## src/hdl/adcspi_pkg.sv

```systemverilog
// shared types, constants and a helper function for the adc spi command slave
`timescale 1ns / 1ps

package adcspi_pkg;

  // sizes
  localparam int NUM_CHANNELS = 8;
  localparam int REG_COUNT    = 21;
  localparam int SLOT_COUNT   = 8;
  localparam int FRAME_BYTES  = 27;

  // item actions
  localparam logic [1:0] ACT_XCHG  = 2'd0;
  localparam logic [1:0] ACT_CSREL = 2'd1;
  localparam logic [1:0] ACT_STAGE = 2'd2;
  localparam logic [1:0] ACT_CONV  = 2'd3;

  // register addresses
  localparam logic [4:0] REG_ID          = 5'h00;
  localparam logic [4:0] REG_CONFIG1     = 5'h01;
  localparam logic [4:0] REG_CONFIG2     = 5'h02;
  localparam logic [4:0] REG_CONFIG3     = 5'h03;
  localparam logic [4:0] REG_CH1SET      = 5'h05;
  localparam logic [4:0] REG_CH8SET      = 5'h0C;
  localparam logic [4:0] REG_FAULT_STATP = 5'h12;
  localparam logic [4:0] REG_FAULT_STATN = 5'h13;
  localparam logic [4:0] REG_GPIO        = 5'h14;

  // register reset values
  localparam logic [7:0] RST_ID      = 8'hD2;
  localparam logic [7:0] RST_CONFIG1 = 8'h94;
  localparam logic [7:0] RST_CONFIG2 = 8'hE0;
  localparam logic [7:0] RST_CHSET   = 8'h10;
  localparam logic [7:0] RST_GPIO    = 8'h0F;

  // control from the command decoder to the storage blocks
  typedef struct packed {
    logic       stage_en;
    logic       latch_en;
    logic       wr_en;
    logic       regs_rst;
    logic [4:0] reg_addr;
    logic [7:0] wr_data;
    logic [4:0] frame_idx;
  } ctl_t;

  // power-up value of one register
  function automatic logic [7:0] reg_reset_val(input logic [4:0] addr);
    logic [7:0] v;
    v = 8'h00;
    case (addr) inside
      REG_ID:                   v = RST_ID;
      REG_CONFIG1:              v = RST_CONFIG1;
      REG_CONFIG2, REG_CONFIG3: v = RST_CONFIG2;
      [REG_CH1SET:REG_CH8SET]:  v = RST_CHSET;
      REG_GPIO:                 v = RST_GPIO;
      default:                  v = 8'h00;
    endcase
    return v;
  endfunction

endpackage

```

## src/hdl/adc_spi_command_register_slave.sv

```systemverilog
// top level of the adc spi command slave: input and result registers around the decoder
//
//  channel  direction  payload                                          handshake
//  in_      input      action, mosi_byte, channel, sample                in_valid / in_stall
//  out_     output     miso_byte, data_ready, converting,                out_valid / out_stall
//                      continuous_mode, standby
//
//  an accepted item waits in the input register, is decoded straight out of it and
//  is captured in the result register when it advances (result register empty or out_stall low)
//  one item per cycle is sustained while out_stall is low; decode and reads are combinational
//  reset (rst_n low, synchronous) loads the register file defaults and clears samples
//  a stalled result holds; the input register still fills behind it, then in_stall rises
`timescale 1ns / 1ps

module adc_spi_command_register_slave import adcspi_pkg::*; (
  input  logic               clk,
  input  logic               rst_n,
  input  logic               in_valid,
  output logic               in_stall,
  input  logic [1:0]         in_action,
  input  logic [7:0]         in_mosi_byte,
  input  logic [2:0]         in_channel,
  input  logic signed [23:0] in_sample,
  output logic               out_valid,
  input  logic               out_stall,
  output logic [7:0]         out_miso_byte,
  output logic               out_data_ready,
  output logic               out_converting,
  output logic               out_continuous_mode,
  output logic               out_standby
);

  logic               in_v_r;
  logic [1:0]         action_r;
  logic [7:0]         mosi_r;
  logic [2:0]         channel_r;
  logic signed [23:0] sample_r;
  logic               out_v_r;
  logic [7:0]         miso_r;
  logic               ready_r, conv_r, cont_r, stby_r;
  logic               advance;
  logic               accept;
  ctl_t               ctl;
  logic [7:0]         miso_nxt;
  logic               ready_nxt, conv_nxt, cont_nxt, stby_nxt;
  logic [7:0]         rd_data, stat_p, stat_n, gpio, frame_byte;

  // handshake
  assign advance  = in_v_r && (!out_v_r || !out_stall);
  assign in_stall = in_v_r && !advance;
  assign accept   = in_valid && !in_stall;

  // input register
  always_ff @(posedge clk) begin
    if (!rst_n) begin
      in_v_r <= 1'b0;
    end else if (accept) begin
      in_v_r <= 1'b1;
    end else if (advance) begin
      in_v_r <= 1'b0;
    end
  end

  always_ff @(posedge clk) begin
    if (accept) begin
      action_r  <= in_action;
      mosi_r    <= in_mosi_byte;
      channel_r <= in_channel;
      sample_r  <= in_sample;
    end
  end

  // decoder
  adcspi_ctrl u_ctrl (
    .clk             (clk),
    .rst_n           (rst_n),
    .go              (advance),
    .action          (action_r),
    .mosi_byte       (mosi_r),
    .rd_data         (rd_data),
    .frame_byte      (frame_byte),
    .ctl             (ctl),
    .miso_byte       (miso_nxt),
    .data_ready      (ready_nxt),
    .converting      (conv_nxt),
    .continuous_mode (cont_nxt),
    .standby         (stby_nxt)
  );

  // register file
  adcspi_regfile u_regfile (
    .clk      (clk),
    .rst_n    (rst_n),
    .wr_en    (ctl.wr_en),
    .regs_rst (ctl.regs_rst),
    .addr     (ctl.reg_addr),
    .wr_data  (ctl.wr_data),
    .rd_data  (rd_data),
    .stat_p   (stat_p),
    .stat_n   (stat_n),
    .gpio     (gpio)
  );

  // sample staging and frame
  adcspi_frame u_frame (
    .clk        (clk),
    .rst_n      (rst_n),
    .stage_en   (ctl.stage_en),
    .latch_en   (ctl.latch_en),
    .channel    (channel_r),
    .sample     (sample_r),
    .frame_idx  (ctl.frame_idx),
    .stat_p     (stat_p),
    .stat_n     (stat_n),
    .gpio       (gpio),
    .frame_byte (frame_byte)
  );

  // result register
  always_ff @(posedge clk) begin
    if (!rst_n) begin
      out_v_r <= 1'b0;
    end else if (advance) begin
      out_v_r <= 1'b1;
    end else if (!out_stall) begin
      out_v_r <= 1'b0;
    end
  end

  always_ff @(posedge clk) begin
    if (advance) begin
      miso_r  <= miso_nxt;
      ready_r <= ready_nxt;
      conv_r  <= conv_nxt;
      cont_r  <= cont_nxt;
      stby_r  <= stby_nxt;
    end
  end

  assign out_valid           = out_v_r;
  assign out_miso_byte       = miso_r;
  assign out_data_ready      = ready_r;
  assign out_converting      = conv_r;
  assign out_continuous_mode = cont_r;
  assign out_standby         = stby_r;

  // checks
  a_no_stall_when_empty: assert property (@(posedge clk) disable iff (!rst_n)
    !out_v_r |-> !in_stall) else $error("input stalled with empty result register");

  a_advance_fills: assert property (@(posedge clk) disable iff (!rst_n)
    advance |=> out_v_r) else $error("advanced item did not reach result register");

  a_stall_cause: assert property (@(posedge clk) disable iff (!rst_n)
    in_stall |-> (out_stall && in_v_r)) else $error("input stall without output stall");

endmodule

```

## src/hdl/adcspi_regfile.sv

```systemverilog
// register file with read-only entries and command reset
`timescale 1ns / 1ps

module adcspi_regfile import adcspi_pkg::*; (
  input  logic       clk,
  input  logic       rst_n,
  input  logic       wr_en,
  input  logic       regs_rst,
  input  logic [4:0] addr,
  input  logic [7:0] wr_data,
  output logic [7:0] rd_data,
  output logic [7:0] stat_p,
  output logic [7:0] stat_n,
  output logic [7:0] gpio
);

  logic [7:0] regs_r [REG_COUNT];
  logic       in_range;
  logic       writable;

  // address checks
  assign in_range = ({1'b0, addr} < 6'(REG_COUNT));
  assign writable = in_range && (addr != REG_ID) && (addr != REG_FAULT_STATP)
                    && (addr != REG_FAULT_STATN);

  // storage
  always_ff @(posedge clk) begin
    if (!rst_n || regs_rst) begin
      for (int i = 0; i < REG_COUNT; i++) begin
        regs_r[i] <= reg_reset_val(5'(i));
      end
    end else if (wr_en && writable) begin
      regs_r[addr] <= wr_data;
    end
  end

  // reads
  assign rd_data = in_range ? regs_r[addr] : 8'h00;
  assign stat_p  = regs_r[REG_FAULT_STATP];
  assign stat_n  = regs_r[REG_FAULT_STATN];
  assign gpio    = regs_r[REG_GPIO];

endmodule

```

## src/hdl/adcspi_frame.sv

```systemverilog
// staged and latched samples, and frame byte selection
`timescale 1ns / 1ps

module adcspi_frame import adcspi_pkg::*; (
  input  logic               clk,
  input  logic               rst_n,
  input  logic               stage_en,
  input  logic               latch_en,
  input  logic [2:0]         channel,
  input  logic signed [23:0] sample,
  input  logic [4:0]         frame_idx,
  input  logic [7:0]         stat_p,
  input  logic [7:0]         stat_n,
  input  logic [7:0]         gpio,
  output logic [7:0]         frame_byte
);

  logic [23:0] staged_r [SLOT_COUNT];
  logic [23:0] frame_r  [SLOT_COUNT];
  logic [4:0]  k;
  logic [8:0]  prod;
  logic [2:0]  slot;
  logic [4:0]  part_w;
  logic [23:0] word;
  logic [7:0]  smp_byte;

  // sample storage
  always_ff @(posedge clk) begin
    if (!rst_n) begin
      for (int i = 0; i < SLOT_COUNT; i++) begin
        staged_r[i] <= '0;
        frame_r[i]  <= '0;
      end
    end else begin
      if (stage_en && ({1'b0, channel} < 4'(NUM_CHANNELS))) begin
        staged_r[channel] <= sample;
      end
      if (latch_en) begin
        frame_r <= staged_r;
      end
    end
  end

  // sample slot and byte within it: divide by three through multiply by 11/32
  always_comb begin
    k      = frame_idx - 5'd3;
    prod   = {4'd0, k} * 9'd11;
    slot   = prod[7:5];
    part_w = k - {1'b0, slot, 1'b0} - {2'b0, slot};
    word   = frame_r[slot];
    case (part_w[1:0])
      2'd0:    smp_byte = word[23:16];
      2'd1:    smp_byte = word[15:8];
      default: smp_byte = word[7:0];
    endcase
  end

  // status bytes first, then samples msb first
  always_comb begin
    case (frame_idx)
      5'd0:    frame_byte = {4'hC, stat_p[7:4]};
      5'd1:    frame_byte = {stat_p[3:0], stat_n[7:4]};
      5'd2:    frame_byte = {stat_n[3:0], gpio[7:4]};
      default: frame_byte = (frame_idx >= 5'(FRAME_BYTES)) ? 8'h00 : smp_byte;
    endcase
  end

endmodule

```

## src/hdl/adcspi_ctrl.sv

```systemverilog
// command decoder, transfer phase and mode flags
`timescale 1ns / 1ps

module adcspi_ctrl import adcspi_pkg::*; (
  input  logic       clk,
  input  logic       rst_n,
  input  logic       go,
  input  logic [1:0] action,
  input  logic [7:0] mosi_byte,
  input  logic [7:0] rd_data,
  input  logic [7:0] frame_byte,
  output ctl_t       ctl,
  output logic [7:0] miso_byte,
  output logic       data_ready,
  output logic       converting,
  output logic       continuous_mode,
  output logic       standby
);

  // phases
  localparam logic [2:0] PH_IDLE   = 3'd0;
  localparam logic [2:0] PH_RCOUNT = 3'd1;
  localparam logic [2:0] PH_WCOUNT = 3'd2;
  localparam logic [2:0] PH_RDATA  = 3'd3;
  localparam logic [2:0] PH_WDATA  = 3'd4;
  localparam logic [2:0] PH_FRAME  = 3'd5;
  localparam logic [2:0] PH_SKIP   = 3'd6;

  // opcodes
  localparam logic [7:0] OP_WAKEUP  = 8'h02;
  localparam logic [7:0] OP_STANDBY = 8'h04;
  localparam logic [7:0] OP_RESET   = 8'h06;
  localparam logic [7:0] OP_START   = 8'h08;
  localparam logic [7:0] OP_STOP    = 8'h0A;
  localparam logic [7:0] OP_RDATAC  = 8'h10;
  localparam logic [7:0] OP_SDATAC  = 8'h11;
  localparam logic [7:0] OP_RDATA   = 8'h12;
  localparam logic [2:0] GRP_RREG   = 3'b001;
  localparam logic [2:0] GRP_WREG   = 3'b010;

  logic [2:0] phase_r, phase_nxt;
  logic [4:0] idx_r, idx_nxt;
  logic [4:0] ptr_r, ptr_nxt;
  logic [4:0] rem_r, rem_nxt;
  logic       ready_r, ready_nxt;
  logic       conv_r, conv_nxt;
  logic       cont_r, cont_nxt;
  logic       stby_r, stby_nxt;
  logic       regs_rst;
  logic       wr_en;
  logic       latch_en;
  logic [4:0] idx_inc;

  assign idx_inc = ((phase_r == PH_FRAME) ? idx_r : 5'd0) + 5'd1;

  // next state for one item
  always_comb begin
    phase_nxt = phase_r;
    idx_nxt   = idx_r;
    ptr_nxt   = ptr_r;
    rem_nxt   = rem_r;
    ready_nxt = ready_r;
    conv_nxt  = conv_r;
    cont_nxt  = cont_r;
    stby_nxt  = stby_r;
    miso_byte = 8'h00;
    regs_rst  = 1'b0;
    wr_en     = 1'b0;
    latch_en  = 1'b0;
    case (action)
      ACT_XCHG: begin
        case (phase_r)
          PH_IDLE: begin
            if (cont_r && ready_r) begin
              // continuous readout starts with frame byte zero
              ready_nxt = 1'b0;
              miso_byte = frame_byte;
              idx_nxt   = idx_inc;
              phase_nxt = PH_FRAME;
            end else if (mosi_byte[7:5] == GRP_RREG) begin
              if (cont_r) begin
                phase_nxt = PH_SKIP;
              end else begin
                ptr_nxt   = mosi_byte[4:0];
                phase_nxt = PH_RCOUNT;
              end
            end else if (mosi_byte[7:5] == GRP_WREG) begin
              ptr_nxt   = mosi_byte[4:0];
              phase_nxt = PH_WCOUNT;
            end else begin
              case (mosi_byte)
                OP_WAKEUP:  stby_nxt = 1'b0;
                OP_STANDBY: stby_nxt = 1'b1;
                OP_RESET: begin
                  regs_rst  = 1'b1;
                  ready_nxt = 1'b0;
                  conv_nxt  = 1'b0;
                  cont_nxt  = 1'b1;
                  stby_nxt  = 1'b0;
                  phase_nxt = PH_IDLE;
                  idx_nxt   = 5'd0;
                  rem_nxt   = 5'd0;
                end
                OP_START:  conv_nxt = 1'b1;
                OP_STOP:   conv_nxt = 1'b0;
                OP_RDATAC: cont_nxt = 1'b1;
                OP_SDATAC: cont_nxt = 1'b0;
                OP_RDATA: begin
                  ready_nxt = 1'b0;
                  idx_nxt   = 5'd0;
                  phase_nxt = PH_FRAME;
                end
                default: ;
              endcase
            end
          end
          PH_RCOUNT, PH_WCOUNT: begin
            // count saturates at 31
            rem_nxt   = (mosi_byte > 8'd31) ? 5'd31 : mosi_byte[4:0];
            phase_nxt = (phase_r == PH_RCOUNT) ? PH_RDATA : PH_WDATA;
          end
          PH_RDATA, PH_WDATA: begin
            if (phase_r == PH_RDATA) begin
              miso_byte = rd_data;
            end else begin
              wr_en = 1'b1;
            end
            ptr_nxt = ptr_r + 5'd1;
            if (rem_r == 5'd0) begin
              phase_nxt = PH_IDLE;
              idx_nxt   = 5'd0;
            end else begin
              rem_nxt = rem_r - 5'd1;
            end
          end
          PH_FRAME: begin
            miso_byte = frame_byte;
            idx_nxt   = idx_inc;
          end
          default: begin
            phase_nxt = PH_IDLE;
            idx_nxt   = 5'd0;
            rem_nxt   = 5'd0;
          end
        endcase
        // readout ends after the last frame byte
        if (phase_nxt == PH_FRAME && idx_nxt >= 5'(FRAME_BYTES)) begin
          phase_nxt = PH_IDLE;
          idx_nxt   = 5'd0;
          rem_nxt   = 5'd0;
        end
      end
      ACT_CSREL: begin
        phase_nxt = PH_IDLE;
        idx_nxt   = 5'd0;
        rem_nxt   = 5'd0;
      end
      ACT_STAGE: ;
      default: begin
        if (conv_r) begin
          latch_en  = 1'b1;
          ready_nxt = 1'b1;
        end
      end
    endcase
  end

  // state registers
  always_ff @(posedge clk) begin
    if (!rst_n) begin
      phase_r <= PH_IDLE;
      idx_r   <= 5'd0;
      ptr_r   <= 5'd0;
      rem_r   <= 5'd0;
      ready_r <= 1'b0;
      conv_r  <= 1'b0;
      cont_r  <= 1'b1;
      stby_r  <= 1'b0;
    end else if (go) begin
      phase_r <= phase_nxt;
      idx_r   <= idx_nxt;
      ptr_r   <= ptr_nxt;
      rem_r   <= rem_nxt;
      ready_r <= ready_nxt;
      conv_r  <= conv_nxt;
      cont_r  <= cont_nxt;
      stby_r  <= stby_nxt;
    end
  end

  // control to storage, gated by the item advancing
  always_comb begin
    ctl.stage_en  = go && (action == ACT_STAGE);
    ctl.latch_en  = go && latch_en;
    ctl.wr_en     = go && wr_en;
    ctl.regs_rst  = go && regs_rst;
    ctl.reg_addr  = ptr_r;
    ctl.wr_data   = mosi_byte;
    ctl.frame_idx = (phase_r == PH_FRAME) ? idx_r : 5'd0;
  end

  // flags after this item
  assign data_ready      = ready_nxt;
  assign converting      = conv_nxt;
  assign continuous_mode = cont_nxt;
  assign standby         = stby_nxt;

endmodule
```

## config.mk

```make
export PLATFORM = sky130hd
export DESIGN_NAME = adc_spi_command_register_slave
export DESIGN_NICKNAME = d
export VERILOG_FILES = /design/src/hdl/adcspi_pkg.sv /design/src/hdl/adc_spi_command_register_slave.sv /design/src/hdl/adcspi_regfile.sv /design/src/hdl/adcspi_frame.sv /design/src/hdl/adcspi_ctrl.sv
export SDC_FILE = /design/constraint.sdc
export NUM_CORES = 1
export LEC_CHECK = 0
export BUFFER_PORTS_ARGS = -buffer_cell sky130_fd_sc_hd__buf_4
export CAP_MARGIN = 15
export CORE_ASPECT_RATIO = 1.75
export CORE_MARGIN = 5
export CORE_UTILIZATION = 40
export CTS_CLUSTER_SIZE = 12
export DETAILED_ROUTE_END_ITERATION = 16
export HOLD_SLACK_MARGIN = 0.1
export PLACE_DENSITY = 0.62
export SYNTH_ARGS = -nofsm -noshare
export SYNTH_HDL_FRONTEND = slang
export SYNTH_HIERARCHICAL = 1
export SYNTH_SLANG_ARGS = --single-unit
```

## constraint.sdc

```tcl
create_clock -name clk -period 8.1 [get_ports clk]
set_clock_uncertainty 0.1 [all_clocks]
set_input_delay 1.62 -clock clk [delete_from_list [all_inputs] [get_ports clk]]
set_output_delay 1.62 -clock clk [all_outputs]
set_load 0.03 [all_outputs]
```

# Yosys cells after proc, flatten, opt, wreduce, memory -nomap -nowiden

Memory sizes are Yosys's and may differ from the RTL's. A register that Yosys moved wholly into a read port is not among the register bits.
Index checks and enable logic that the tools add are counted.

Memory bits (writable): 168
Input port bits: 41
Output and inout bits: 14
Flip-flop bits (word level): 457
Memories kept: 1
Logic and storage cells: 231

Equal/unequal tests: 33
Reductions and logical operators: 42
Multiplexer cells: 104
$add $sub $neg: 6
Bitwise operators: 2
$mul: 1
Magnitude comparators: 7

Memory list:

| name             | words | width | read ports | clocked after memory_dff | wr ports | RTL line             | source |
|---|---|---|---|---|---|---|---|
| u_regfile.regs_r | 21    | 8     | 4          | 1                        | 21       | adcspi_regfile.sv:17 | `logic [7:0] regs_r [REG_COUNT];` |

Operators with widths:

| kind                  | count |
|---|---|
| $bwmux W192           | 1 |
| $mux W5               | 22 |
| $mux W8               | 11 |
| $bmux W24 S3          | 1 |
| $demux W24 S3         | 1 |
| $mux W24              | 3 |
| $pmux W8 S3           | 2 |
| $mux W1               | 42 |
| $pmux W5 S4           | 2 |
| $pmux W5 S2           | 3 |
| $eq A8 B5 Y1 const B  | 3 |
| $mux W3               | 8 |
| $eq A8 B3 Y1 const B  | 2 |
| $eq A8 B4 Y1 const B  | 2 |
| $ne A4 B4 Y1 const B  | 4 |
| $pmux W8 S2           | 1 |
| $logic_and A1 B1 Y1   | 14 |
| $reduce_or A2 Y1      | 7 |
| $pmux W3 S2           | 2 |
| $pmux W3 S4           | 1 |
| $add A5 B1 Y5 const B | 2 |
| $ge A5 B5 Y1 const B  | 2 |
| $logic_not A5 Y1      | 2 |
| $ne A5 B5 Y1 const B  | 2 |
| 34 further kinds      | 55 |

# Depth between registers and ports, before layout

Gate-level depths: netlist of the first run.

Depth after elaboration: 13
Depth in mapped cells: 27
Gate-level depth less buffers: 22

# Modules after synthesis

The synthesis of the first run kept the hierarchy.

Modules (own cells, without submodules):

| module                         | area each (µm²) | sequential area each (µm²) | cells an instance | instances |
|---|---|---|---|---|
| adcspi_frame                   | 16794.9         | 7687.4                     | 1752              | 1 |
| adcspi_regfile                 | 11168.2         | 7687.4                     | 740               | 1 |
| adcspi_ctrl                    | 2233.4          | 440.4                      | 299               | 1 |
| adc_spi_command_register_slave | 1555.2          | 1511.4                     | 57                | 1 |

# Worst setup path before layout of the first run

No wires, ideal clock.

Kind: reg2reg
From: register u_ctrl.phase_r[2]
To: register miso_r[3] (netlist: out_miso_byte[3]) (data pin)
Period minus slack after synthesis: 6.045 ns
Setup slack: 2.055 ns
Buffers on the path: 5
Data required time: 7.730 ns
Data arrival time: 5.675 ns
Library setup time: 0.270 ns
Cell stages (with the launch flop): 28
Cell sequence: dfxtp_1 > clkbuf_1 > and3b_1 > clkbuf_1 > and2_1 > inv_1 > ha_1 > ha_1 > inv_1 > fa_1 > inv_1 > ha_1 > a21oi_4 > xnor2_2 > inv_2 > buf_1 > ha_1 > xnor2_1 > xnor2_1 > or4_1 > clkbuf_1 > and2_1 > clkbuf_1 > or2_2 > a32oi_1 > o21ai_0 > a22oi_1 > nor2_1

RTL lines:

| what                     | RTL line                              | source |
|---|---|---|
| start: declaration       | adcspi_ctrl.sv:41                     | `logic [2:0] phase_r, phase_nxt;` |
| start signal: assignment | adcspi_ctrl.sv:180                    | `phase_r <= phase_nxt;` |
| end signal: assignment   | adc_spi_command_register_slave.sv:132 | `miso_r <= miso_nxt;` |
| end: declaration         | adc_spi_command_register_slave.sv:39  | `logic [7:0] miso_r;` |

==> results.sh, run 1 <==
export IMPL_numClockSinks=713
export IMPL_gr_usage_met2=0.400
export IMPL_hold_buffers=0
export IMPL_syn_to_final_growth_pct=12.2
export IMPL_h_tree_depth=3
export IMPL_core_area_sq_um=78600
export IMPL_path_clk_slew_ns=0.06
export IMPL_clock_path_buffers=3
export IMPL_grt_busiest_layer="met2"
export IMPL_synthTopCellsByArea="edfxtp_1, dfxtp_1, mux2i_1"
export IMPL_p_leak_uw=0.0117
export IMPL_vias=21900
export IMPL_gr_total_overflow=0
export IMPL_p_per_area_nw_per_um2=205
export IMPL_grt_use_met3=0.0302
export IMPL_tightestPinTransition_ns=1.19
export IMPL_drt_total_wl_um=95500
export IMPL_drc=0
export IMPL_final_nets=2987
export IMPL_grt_pass1_wl_um=140000
export IMPL_placed_area_sq_um=33300
export IMPL_die_w_um=223
export IMPL_drt_pass1_iterations=5
export IMPL_use_met1=0.222
export IMPL_ys_seq_elements=713
export IMPL_synth_edff_count=305
export IMPL_rsz0062_at_grt="no"
export IMPL_yosys_warnings=6
export IMPL_grt_pass1_vias=21800
export IMPL_ys_async_sr_fraction=0
export IMPL_final_hold_violation_count=0
export IMPL_slew_violations=0
export IMPL_start_util=0.404
export IMPL_first_iter_violations=1808
export IMPL_maxSlewHeadroom=0.199
export IMPL_ios=55
export IMPL_cts_repair_resized=0
export IMPL_cap_violations=0
export IMPL_status="completed"
export IMPL_fin_setup_tns_ns=0
export IMPL_gr_usage_all_layers=0.218
export IMPL_final_cell_mix="nand2_1, dfxtp_1, mux2i_1"
export IMPL_grt_max_degree=116
export IMPL_io_buffer_count=54
export IMPL_cp_arrival_ns=6.69
export IMPL_ys_seq_area_frac=0.546
export IMPL_ctsRootBufferMaster="clkbuf_16"
export IMPL_antenna_found_initial=0
export IMPL_synth_cell_type_count=95
export IMPL_finalCritPeriodShare=0.792
export IMPL_netlist_area_sq_um=31800
export IMPL_vdd_ir_drop_max_mv=0.180
export IMPL_syn_avg_cell_area_sq_um=11.1
export IMPL_synthCells=2848
export IMPL_clock_latency_ns=0.66
export IMPL_finalInstanceArea_sq_um=35600
export IMPL_yosys_area_top_type="edfxtp_1"
export IMPL_drive_above_1_share=0.0945
export IMPL_n_antenna_cell=0
export IMPL_layout_commonest_cell="nand2_1"
export IMPL_nFillCells=7371
export IMPL_die_y_um=383
export IMPL_ys_flop_type="dfxtp_1"
export IMPL_crit_fanout=29
export IMPL_dp_final_hpwl_um=66500
export IMPL_timing_fmax_mhz=156
export IMPL_setup_violations=0
export IMPL_post_cts_setup_buffers=0
export IMPL_wire_per_inst_um=23.9
export IMPL_fp_row_count=136
export IMPL_required_ns=8.37
export IMPL_die_area_sq_um=85300
export IMPL_gp_congestion=0.939
export IMPL_period_needed_ns=6.41
export IMPL_cts_tree="built"
export IMPL_numCtsBuffers=73
export IMPL_antenna_left=0
export IMPL_path_class="register to register"
export IMPL_hold_class="register to register"
export IMPL_cp_end_kind="register"
export IMPL_vias_per_cell=5.47
export IMPL_critPathLaunchType="register"
export IMPL_synth_top_area_share=0.288
## power by group
group	switching, uW	internal, uW
Clock	1420	1780
Sequential	48.8	3820
Combinational	162	86.0
Total	1630	5690
## stage by stage
step	hold slack (ns)	power, uW	utilization	worst slack [ns]	instances
after floorplan	0.343	4080	-	2.05	2958
after global placement	0.350	4190	0.424	1.77	3870
after detailed placement	0.358	4200	0.424	1.58	3871
after CTS	0.366	7390	0.452	1.55	3987
after global routing	0.381	7560	0.453	1.22	3998
final	0.364	7320	0.453	1.69	3998
## synth_stat cells, drive strengths merged, types with 9 or more instances
cell and number:
nand2 433, dfxtp 408, mux2i 356, edfxtp 305, nor2b 217, a21boi 194
clkbuf 153, and2 137, o22ai 68, buf 65, nor2 53, o21ai 42
a21oi 40, mux4 33, nand2b 25, nor4 24, or3 24, ha 23
inv 21, nor3 18, a22oi 15, a211oi 13, nand3 13, xnor2 12
a31oi 9
## metal layers
metal / wire, um / up-vias
met2: 50100 / 759
li1: - / 10100
met4: 8260 / 0
met5: 0 / -
met3: 4450 / 263
met1: 32700 / 10700
## path summary, 6_finish.rpt
| kind | endpoint | from | slack, ns | cells past startpoint |
|---|---|---|---|---|
| min reg2reg | u_frame/staged_r[127] | u_frame/staged_r[127] | 0.36 | 2 |
| max reg2reg | out_miso_byte[3] | u_ctrl/phase_r[2] | 1.69 | 23 |
| min | u_frame/staged_r[127] | u_frame/staged_r[127] | 0.36 | 2 |
| max | out_miso_byte[3] | u_ctrl/phase_r[2] | 1.69 | 23 |
## worst max-delay path, cell delays in order (launching register included)
cell     delay [ns]
dfxtp_1        0.31
buf_4          0.28
and3b_1        0.36
and2_1         0.38
inv_1          0.12
ha_1           0.37
ha_1           0.30
inv_1          0.05
fa_1           0.49
inv_1          0.05
ha_1           0.37
a21oi_4        0.37
xnor2_4        0.17
inv_2          0.19
ha_1           0.25
xnor2_1        0.13
xnor2_1        0.16
or4_1          0.49
and2_1         0.30
or2_2          0.33
a32oi_1        0.20
o21ai_0        0.11
a22oi_1        0.19
nor2_1         0.06
## area by class of cell
cell class              count  area (sq um)  area share
inverters                  21          78.8     0.00221
flip-flops and latches    713         17300       0.487
repair buffers            107           816      0.0229
well taps                1035          1290      0.0364
multi-input cells        2006         13900       0.390
clock buffers              98          1970      0.0553
clock inverters            18           235     0.00661
## flip-flops by register name (all words and copies together) (netlist names), 2 cells and up
name and count:
u_regfile/regs_r 256, sample_r 24, u_frame/staged_r 192, u_ctrl/rem_r 5
channel_r 3, u_frame/frame_r 192, u_ctrl/phase_r 3, u_ctrl/ptr_r 5
u_ctrl/idx_r 5, out_miso_byte 8, mosi_r 8, action_r 2
## cells by family after synthesis
kind of cell / count (synthesis) / synth area share
other: 2 / 0.000237
xor gates and xnor gates: 20 / 0.00725
DFF: 713 / 0.546
muxes: 393 / 0.138
buffers and inverters: 239 / 0.0327
AOI/OAI and AO/OA: 455 / 0.102
and+or+nand+nor: 1002 / 0.165
adders and majority gates: 24 / 0.00969
(Power assumes the default switching activity.)
==> inputs of run 2 (changes only) <==
--- a/config.mk
+++ b/config.mk
@@ -13,7 +13,7 @@
 export CTS_CLUSTER_SIZE = 12
 export DETAILED_ROUTE_END_ITERATION = 16
 export HOLD_SLACK_MARGIN = 0.1
-export PLACE_DENSITY = 0.62
+export PLACE_DENSITY = 0.64
 export SYNTH_ARGS = -nofsm -noshare
 export SYNTH_HDL_FRONTEND = slang
 export SYNTH_HIERARCHICAL = 1
==> constraint.sdc (replaced) <==
create_clock -name clk -period 5.4 [get_ports clk]
set_clock_uncertainty 0.1 [all_clocks]
set_input_delay 1.08 -clock clk [delete_from_list [all_inputs] [get_ports clk]]
set_output_delay 1.08 -clock clk [all_outputs]
set_load 0.03 [all_outputs]
==> run 2 against run 1 <==
Against the previous run: maximum frequency grew 25%; sequential power rose by 50%; global-route usage is 0.12 points lower; register-to-register slack lost 1.4 ns; utilization grew 0.41 points; highest routed layer unchanged; first-iteration DRC count shrank 11%; largest power group unchanged; critical path type unchanged.
==> results.sh, run 2 (synthesis results as in run 1) <==
export IMPL_drt_pass1_iterations=5
export IMPL_status="completed"
export IMPL_maxSlewHeadroom=0.207
export IMPL_critPathLaunchType="register"
export IMPL_die_area_sq_um=85300
export IMPL_start_util=0.404
export IMPL_cp_end_kind="register"
export IMPL_period_needed_ns=5.13
export IMPL_final_cells=4015
export IMPL_cp_arrival_ns=5.37
export IMPL_grt_pass1_vias=22000
export IMPL_finalInstanceArea_sq_um=35900
export IMPL_clock_latency_ns=0.64
export IMPL_gr_usage_all_layers=0.217
export IMPL_hold_buffers=0
export IMPL_syn_to_final_growth_pct=13.2
export IMPL_antenna_left=0
export IMPL_drc=0
export IMPL_cap_violations=0
export IMPL_finalCritPeriodShare=0.949
export IMPL_reg2reg_from="u_ctrl/phase_r[1]"
export IMPL_vias=21800
export IMPL_grt_pass1_wl_um=140000
export IMPL_tightestPinTransition_ns=1.18
export IMPL_layout_commonest_cell="nand2_1"
export IMPL_hold_class="register to register"
export IMPL_holdPathEnd="u_frame/staged_r[53]"
export IMPL_placed_area_sq_um=33700
export IMPL_p_per_area_nw_per_um2=303
export IMPL_slew_violations=0
export IMPL_cts_tree="built"
export IMPL_die_w_um=223
export IMPL_grt_max_degree=269
export IMPL_vdd_ir_drop_max_mv=0.254
export IMPL_clock_path_buffers=3
export IMPL_p_leak_uw=0.0118
export IMPL_reg2reg_depth=22
export IMPL_fin_setup_tns_ns=0
export IMPL_fp_row_count=136
export IMPL_first_iter_violations=1602
export IMPL_r2r_end="out_miso_byte[3]"
export IMPL_reg_largest_list="u_regfile/regs_r (256), u_frame/frame_r (192), u_frame/staged_r (192)"
export IMPL_final_hold_violation_count=0
export IMPL_h_tree_depth=3
export IMPL_setup_violations=0
export IMPL_numClockSinks=713
export IMPL_drive_above_1_share=0.108
export IMPL_timing_final_ws_setup_ns=0.274
export IMPL_vias_per_cell=5.43
export IMPL_path_clk_slew_ns=0.06
export IMPL_gr_total_overflow=0
export IMPL_largest_reg_flops=256
export IMPL_min_path_cells=2
export IMPL_largest_register="u_regfile/regs_r"
export IMPL_ios=55
export IMPL_final_nets=3012
export IMPL_numCtsBuffers=72
export IMPL_ctsRootBufferMaster="clkbuf_16"
export IMPL_n_antenna_cell=0
export IMPL_rsz0062_at_grt="no"
export IMPL_gp_congestion=0.968
export IMPL_path_class="register to register"
export IMPL_wire_per_inst_um=23.7
export IMPL_dp_final_hpwl_um=67000
export IMPL_reg2reg_slack_ns=0.27
export IMPL_die_y_um=383
export IMPL_crit_fanout=9
export IMPL_drt_total_wl_um=95200
export IMPL_antenna_found_initial=0
export IMPL_final_cell_mix="nand2_1, dfxtp_1, mux2i_1"
export IMPL_dp_slack_ns=-0.0347
export IMPL_required_ns=5.65
export IMPL_timing_fmax_mhz=195
export IMPL_dp_cells=3903
export IMPL_core_area_sq_um=78600
export IMPL_io_buffer_count=54
export IMPL_min_from="u_frame/staged_r[53]"
-- run 2: changes by cell type in the layout (fill, tap and decap cells not counted), moves of 3 or more --
cell / before / now
ha_4: 0 / 3
ha_1: 23 / 19
and2_4: 0 / 4
buf_4: 93 / 120
clkbuf_8: 6 / 9
buf_2: 7 / 1
buf_12: 2 / 9
and2_1: 137 / 133
clkbuf_1: 20 / 15
-- run 2: layer usage --
layer,global-route usage,wire (um),up-vias
li1,-,-,10200
met1,0.226,33500,10700
met2,0.392,49400,686
met3,0.0304,3980,265
met4,0.160,8240,0
met5,0,0,-
-- run 2: worst max-delay path, cell delays in order (launching register included) --
cell     delay (ns)
dfxtp_1        0.32
and3b_2        0.26
and2_4         0.23
ha_4           0.20
nor3_4         0.17
xor2_1         0.23
inv_1          0.09
fa_1           0.53
inv_2          0.05
ha_4           0.26
a21oi_4        0.23
xnor2_4        0.15
inv_2          0.05
ha_2           0.17
xnor2_1        0.13
xnor2_1        0.16
or4_4          0.47
and2_4         0.23
or2_2          0.30
a32oi_1        0.19
o21ai_1        0.08
a22oi_1        0.16
nor2_1         0.06
-- run 2: area by class of cell --
type / instances / area (sq um)
well taps: 1035 / 1290
repair buffers: 133 / 1120
fillers: 7246 / 42700
flip-flops and latches: 713 / 17300
clock buffers: 97 / 2020
clock inverters: 10 / 124
multi-input cells: 2006 / 14000
inverters: 21 / 81.3
-- run 2: power breakdown --
| group | total [uW] | switching, uW | internal, uW |
|---|---|---|---|
| sequential | 5810 | 75.0 | 5740 |
| clock | 4710 | 2060 | 2650 |
| combinational | 374 | 240 | 133 |
| total | 10900 | 2380 | 8520 |
-- run 2: worst max path at each step --
stage / start / endpoint / slack, ns
after floorplan: u_ctrl/phase_r[2] / out_miso_byte[3] / 0.004
after global routing: u_ctrl/phase_r[1] / out_miso_byte[3] / 0.006
after detailed placement: u_ctrl/phase_r[1] / out_miso_byte[4] / -0.03
after global placement: u_ctrl/phase_r[1] / out_miso_byte[4] / 0.06
after CTS: u_ctrl/phase_r[1] / out_miso_byte[4] / 0.07
final: u_ctrl/phase_r[1] / out_miso_byte[3] / 0.27
-- run 2: per-stage QoR --
step | power (uW) | hold WS, ns | util
finish | 10900 | 0.362 | 0.457
global route | 11200 | 0.386 | 0.457
CTS | 11000 | 0.366 | 0.456
detailed placement | 6300 | 0.359 | 0.429
global placement | 6290 | 0.350 | 0.429
floorplan | 6130 | 0.343 | -
-- run 2: repair_timing --
item                                    CTS  global route
gates resized for setup                   1             5
pin swaps                                 0             1
endpoints found under the setup margin    1             7
buffers inserted                          0             3
